===== config.mk =====
export PLATFORM = sky130hd
export DESIGN_NAME = xs1024_divu
export DESIGN_NICKNAME = d
export VERILOG_FILES = /design/src/hdl/xorshift1024_star_rng_core_defines.svh /design/src/hdl/xs1024_divu.sv
export SDC_FILE = /design/constraint.sdc
export NUM_CORES = 1
export LEC_CHECK = 0
export BUFFER_PORTS_ARGS = -buffer_cell sky130_fd_sc_hd__buf_2
export CORE_UTILIZATION = 42
export CTS_BUF_LIST = sky130_fd_sc_hd__clkbuf_8
export CTS_CLUSTER_SIZE = 12
export DETAILED_ROUTE_END_ITERATION = 10
export GPL_TIMING_DRIVEN = 1
export SYNTH_ARGS = -nofsm -noshare
export SYNTH_HDL_FRONTEND = slang
export SYNTH_SLANG_ARGS = --single-unit
export TNS_END_PERCENT = 100

===== constraint.sdc =====
create_clock -name i_clk -period 6.35 [get_ports i_clk]
set_input_delay 0.3175 -clock i_clk [delete_from_list [all_inputs] [get_ports i_clk]]
set_output_delay 0.3175 -clock i_clk [all_outputs]
set_load 0.02 [all_outputs]

===== src/hdl/xorshift1024_star_rng_core_defines.svh =====
// Assertion macros for the xorshift1024* generator core.
// Used by the top level; expects i_clk and i_rst_n in the including scope.
`ifndef XORSHIFT1024_STAR_RNG_CORE_DEFINES_SVH
`define XORSHIFT1024_STAR_RNG_CORE_DEFINES_SVH

// Same-cycle implication, checked out of reset.
`define XS1024_ASSERT_NOW(lbl, ante, cons, msg) \
    lbl: assert property (@(posedge i_clk) disable iff (!i_rst_n) (ante) |-> (cons)) \
        else $error(msg);

// Next-cycle implication, checked out of reset.
`define XS1024_ASSERT_NEXT(lbl, ante, cons, msg) \
    lbl: assert property (@(posedge i_clk) disable iff (!i_rst_n) (ante) |=> (cons)) \
        else $error(msg);

`endif


===== src/hdl/xs1024_divu.sv =====
// Iterative 32-bit unsigned remainder unit, one quotient bit per cycle.
// Depends on nothing; used by xorshift1024_star_rng_core for ranged draws.
`default_nettype none

module xs1024_divu (
    input  wire logic        i_clk,
    input  wire logic        i_rst_n,
    input  wire logic        i_start,
    input  wire logic [31:0] i_dividend,
    input  wire logic [31:0] i_divisor,
    output logic             o_done,
    output logic [31:0]      o_rem
);

    logic        r_busy;
    logic        r_done;
    logic [4:0]  r_cnt;
    logic [31:0] r_rem;
    logic [31:0] r_quo;
    logic [31:0] r_div;
    logic [32:0] w_shift;
    logic [32:0] w_diff;

    assign w_shift = {r_rem, r_quo[31]};
    assign w_diff  = w_shift - {1'b0, r_div};

    always_ff @(posedge i_clk) begin
        if (!i_rst_n) begin
            r_busy <= 1'b0;
            r_done <= 1'b0;
            r_cnt  <= '0;
        end else begin
            r_done <= 1'b0;
            if (i_start) begin
                r_busy <= 1'b1;
                r_cnt  <= '0;
            end else if (r_busy) begin
                r_cnt <= r_cnt + 5'd1;
                if (r_cnt == 5'd31) begin
                    r_busy <= 1'b0;
                    r_done <= 1'b1;
                end
            end
        end
    end

    always_ff @(posedge i_clk) begin
        if (i_start) begin
            r_rem <= '0;
            r_quo <= i_dividend;
            r_div <= i_divisor;
        end else if (r_busy) begin
            r_quo <= {r_quo[30:0], 1'b0};
            if (!w_diff[32]) begin
                r_rem <= w_diff[31:0];
            end else begin
                r_rem <= w_shift[31:0];
            end
        end
    end

    assign o_done = r_done;
    assign o_rem  = r_rem;

endmodule

`default_nettype wire


After elaboration in Yosys (flattened, before gate mapping)
Cells that the tools add are included.
Storage, ports and cells
  logic and storage cells: 21
  memories: 0
  output and inout port bits: 33
  ROM bits: 0
  flip-flop bits (word level): 103
  bits of input ports: 67
  latch bits: 0
  bits in writable memories: 0
Operators by class
  add/subtract/negate cells: 2
  mux-type cells: 7
  $mul: 0
  equal/unequal tests: 1
  magnitude comparators: 0
  shift-type cells: 0
  reduce and logical (&&, ||, !) cells: 3
  bitwise gates (word level): 2
  divide/modulo/power cells: 0
Operators by type and width (number)
  $mux W32: 3
  $sub A33 B32 Y33: 1
  $add A5 B1 Y5 const B: 1
  $eq A5 B5 Y1 const B: 1
  $mux W1: 4
  $reduce_or A3 Y1: 1
  $not A1 Y1: 2
  $reduce_bool A2 Y1: 1
  $reduce_or A2 Y1: 1

Depth between registers and ports, before layout
  word-level depth: 4
  depth in mapped cells: 14
  gate-level depth less buffers: 12

Worst setup path after synthesis
Ideal clock, no wire load.
  path kind: reg2reg
  start point: register r_rem[0], in the netlist o_rem[0]
  end point: register r_rem[2], in the netlist o_rem[2]
  clock period less this slack: 2.937 ns
  slack: 3.413 ns
  required time: 6.270 ns
  cell stages (with the launch flop): 14
  path buffers: 2
  setup time: 0.080 ns
  arrival: 2.857 ns
  cell sequence: dfxtp_1 -> inv_1 -> fa_1 -> nand2b_1 -> a21o_1 -> a211o_1 -> a21oi_1 -> mux2_4 -> and2_4 -> buf_6 -> buf_8 -> nor2_1 -> a21oi_1 -> a211oi_2
Between the ends
  longest elaborated chain between the ends: 2
RTL lines
  start, declared: RTL line xs1024_divu.sv:18  | logic [31:0] r_rem;
  start signal, assigned: RTL line xs1024_divu.sv:55  | r_rem <= w_diff[31:0];
  start signal, assigned: RTL line xs1024_divu.sv:57  | r_rem <= w_shift[31:0];
  $sub A33 B32 Y33: RTL line xs1024_divu.sv:25  | assign w_diff = w_shift - {1'b0, r_div};
  $mux W32: RTL line xs1024_divu.sv:54  | if (!w_diff[32]) begin
No other way between the ends.
A chain may end at the register's enable or synchronous reset.

Final worst setup path
  start point: register r_div[0]
  end point: register r_rem[26], in the netlist o_rem[26]
Between the ends
  longest elaborated chain between the ends: 2
RTL lines
  start, declared: RTL line xs1024_divu.sv:20  | logic [31:0] r_div;
  start signal, assigned: RTL line xs1024_divu.sv:51  | r_div <= i_divisor;
  $sub A33 B32 Y33: RTL line xs1024_divu.sv:25
  $mux W32: RTL line xs1024_divu.sv:54
No other way between the ends.

==> impl_metrics.toml <==
[synthesis]
yosysTopAreaCell = "edfxtp_1"
yosysSeqAreaShare_pct = 43.5
yosysWarnings = 0
synth_area_leaders = "edfxtp_1 31%, dfxtp_1 13%, ha_1 6.8%"
synth_ff_type = "edfxtp_1"
synth.cell_area_um2 = 6220
synth_seq_cells = 103
ys_types = 66
synth_enable_flop_cells = 64
synth_nets = 728
synthCells = 626
synth_top_area_share_pct = 30.9
async_flop_share_pct = 0
syn_area_per_cell_um2 = 9.93

[sta]
finalHoldViolations = 0
fin_ws_ns = 2.98
fin_tns_setup_ns = 0
drv_slew = 0
relSlewSlack_pct = 42.3
period_share_pct = 53.1
fin_crit_ns = 3.37
rsz0062_at_grt = "no"
tightest_slew_ns = 0.866
setup_viol = 0
clock_skew_ns = 0.0230
fmax_mhz = 297

[placed_design]
dp_hpwl_um = 10200
dpl-instance-area_um2 = 6780
place_inst = 875
place_ws_ns = 3.04
io_buffer_count = 99
place_congestion = 0.857

[grt]
grt_pass1_wl_um = 22800
antenna_found_initial = 0
overflow = 0
grt_pass1_vias = 4629
track_usage_pct = 19.2
grt_max_degree = 70

[drt]
viasPerCell = 5.42
top_layer = "met4"
ant_nets = 0
drtIter0Drc = 293
dr.pass1.iters = 5
vias = 4828
wl_per_cell_um = 15.8
drt_wl_total_um = 14100
drc = 0
met1Wirelength_um = 6480
route.met3.wl_um = 896
route.met2.wl_um = 6550

[clocking]
cts_tree = "built"
cts_hold_buf = 0
clock_latency_ns = 0.40
cts_made_buffers = 9
cts_resized = 0
clockBufferDepth = 2
htree_levels = 3
cts_root_buffer = "clkbuf_8"
cts.clk_slew.worst_paths_ns = 0.12
post_cts_buffers = 0
cts_sinks = 103

[floorplan]
design.core.area_um2 = 14500
die_area_um2 = 15300
chipWidth_um = 124
fp-row-count = 44
start_util_pct = 42.9
die_y_um = 124
ioPinCount = 100

[worst_hold_path]
hp-class = "primary input to register"

[pwr]
ir_drop_uv = 146
power_leakage_uw = 0.00290
power.density_nw_per_um2 = 236

[worst_setup_path]
cp.arrival_ns = 3.71
cp_max_fo = 4
crit_top_cell = "a21oi_1"
crit_required_ns = 6.69
startpoint_type = "register"
crit_type = "register to register"
critPathCaptureType = "register"
crit_chain = "ha_1, fa_1, nand2b_1, a21o_1, a21oi_1, o2111ai_1, o311ai_0, o21ai_0, a31oi_1, mux2_2, a21oi_1"
critPathSlowestCell = "o311ai_0"
cpPeakStageDelay_ns = 0.51

[finish]
final_area_um2 = 6960
layout.cells.non_filler = 891
drive_above_1_share_pct = 25.7
area_delta_synth_final_pct = 12.0
antennaDiodeCount = 0
nets = 804

[run_status]
status = "complete, no violations"

[run]
max_cap_violations = 0
-- cell families (layout without fill, tap and decap cells) --
logic type | after synthesis | count (layout) | share of synthesized area (%)
AOI/OAI and AO/OA | 171 | 171 | 19.7
and+or+nand+nor | 164 | 164 | 12.4
DFF | 103 | 103 | 43.5
buffers and inverters | 82 | 163 | 5.66
muxes | 44 | 44 | 7.81
adders and majority gates | 35 | 35 | 7.17
xor gates and xnor gates | 27 | 27 | 3.80
-- power breakdown --
part / internal [µW] / leakage [µW] / switching (µW) / total [µW]
sequential: 772 / 0.000956 / 33.9 / 806
clock: 148 / 0.0000929 / 255 / 403
combinational: 179 / 0.00185 / 252 / 431
total: 1100 / 0.00290 / 541 / 1640
-- placed cells by master, fill, tap and decap left out, types with 4 or more instances in the layout --
| cell type | synthesis | final |
|---|---|---|
| a211oi_1 | 13 | 13 |
| a211oi_2 | 10 | 10 |
| a21o_1 | 12 | 12 |
| a21oi_1 | 54 | 54 |
| a311oi_2 | 4 | 4 |
| a31oi_1 | 5 | 5 |
| and3_1 | 9 | 9 |
| buf_2 | 1 | 98 |
| clkbuf_8 | 0 | 9 |
| dfxtp_1 | 39 | 38 |
| edfxtp_1 | 64 | 64 |
| ha_1 | 34 | 34 |
| inv_1 | 46 | 47 |
| mux2_2 | 32 | 32 |
| mux2i_1 | 11 | 11 |
| nand2_1 | 44 | 44 |
| nand2_2 | 4 | 4 |
| nand2b_1 | 6 | 6 |
| nand3_1 | 12 | 12 |
| nand4_1 | 6 | 6 |
| nor2_1 | 58 | 58 |
| nor3_1 | 7 | 7 |
| o211ai_1 | 8 | 8 |
| o21a_1 | 7 | 7 |
| o21ai_0 | 28 | 28 |
| o21bai_1 | 4 | 4 |
| xnor2_1 | 18 | 18 |
| xor2_1 | 9 | 9 |
-- Yosys cell counts, types with 3 or more instances --
master    count
o21bai_1      4
o211ai_1      8
nand4_1       6
nand2_1      44
xor2_1        9
a211oi_2     10
a21oi_1      54
nor3_1        7
o21a_1        7
xnor2_1      18
a21o_1       12
nor2_1       58
nand3_1      12
mux2_2       32
a211oi_1     13
a31oi_1       5
nand2b_1      6
clkbuf_1     23
mux2i_1      11
inv_1        46
edfxtp_1     64
nand2_2       4
o21ai_0      28
buf_1         6
a311oi_2      4
dfxtp_1      39
and3_1        9
ha_1         34
and4_1        3
nor3b_1       3
-- state kept, by name, summed over array words and instances (netlist names) --
signal,count
r_busy,1
o_rem,32
o_done,1
r_cnt,5
r_div,32
r_quo,32
-- metal layers --
layer	global-route usage, %	up-vias
met2	30.8	126
met3	5.31	14
met1	25.3	2280
li1	-	2408
met5	0	-
met4	5.50	0
-- critical path, delay by kind of cell (launching register included) --
family                   cells  cell delay [ns]
AO/OA/AOI/OAI                7             1.76
adder cells (fa/ha/maj)      2             0.62
flip-flops                   1             0.39
multiplexers                 1             0.35
AND/OR/NAND/NOR              1             0.18
-- final cells by class --
cell class | instances | area (µm²)
Inverter | 46 | 173
Tap cell | 184 | 230
Clock inverter | 7 | 55.1
Fill cell | 1400 | 7520
Timing Repair Buffer | 101 | 513
Sequential cell | 103 | 2700
Multi-Input combinational cell | 441 | 3160
Clock buffer | 9 | 124
-- final timing paths --
check             cells after the start                endpoint  slack, ns                   start
hold / removal                        1     r_div[27]$_DFFE_PP_       0.08           i_divisor[27]
setup reg to reg                     11  o_rem[26]$_SDFFE_PP0P_       2.98      r_div[0]$_DFFE_PP_
hold reg to reg                       2  o_rem[13]$_SDFFE_PP0P_       0.51  o_rem[13]$_SDFFE_PP0P_
setup / recovery                     11  o_rem[26]$_SDFFE_PP0P_       2.98      r_div[0]$_DFFE_PP_
-- per-stage QoR --
| step | hold slack [ns] | power (µW) | util (%) |
|---|---|---|---|
| after floorplan | 0.416 | 1140 | - |
| after global placement | 0.484 | 1250 | 46.8 |
| after detailed placement | 0.496 | 1250 | 46.8 |
| after CTS | 0.0641 | 1660 | 48.1 |
| after global routing | 0.0643 | 1730 | 48.1 |
| final | 0.0833 | 1640 | 48.1 |
No activity file was read; power rests on OpenSTA's default activity.
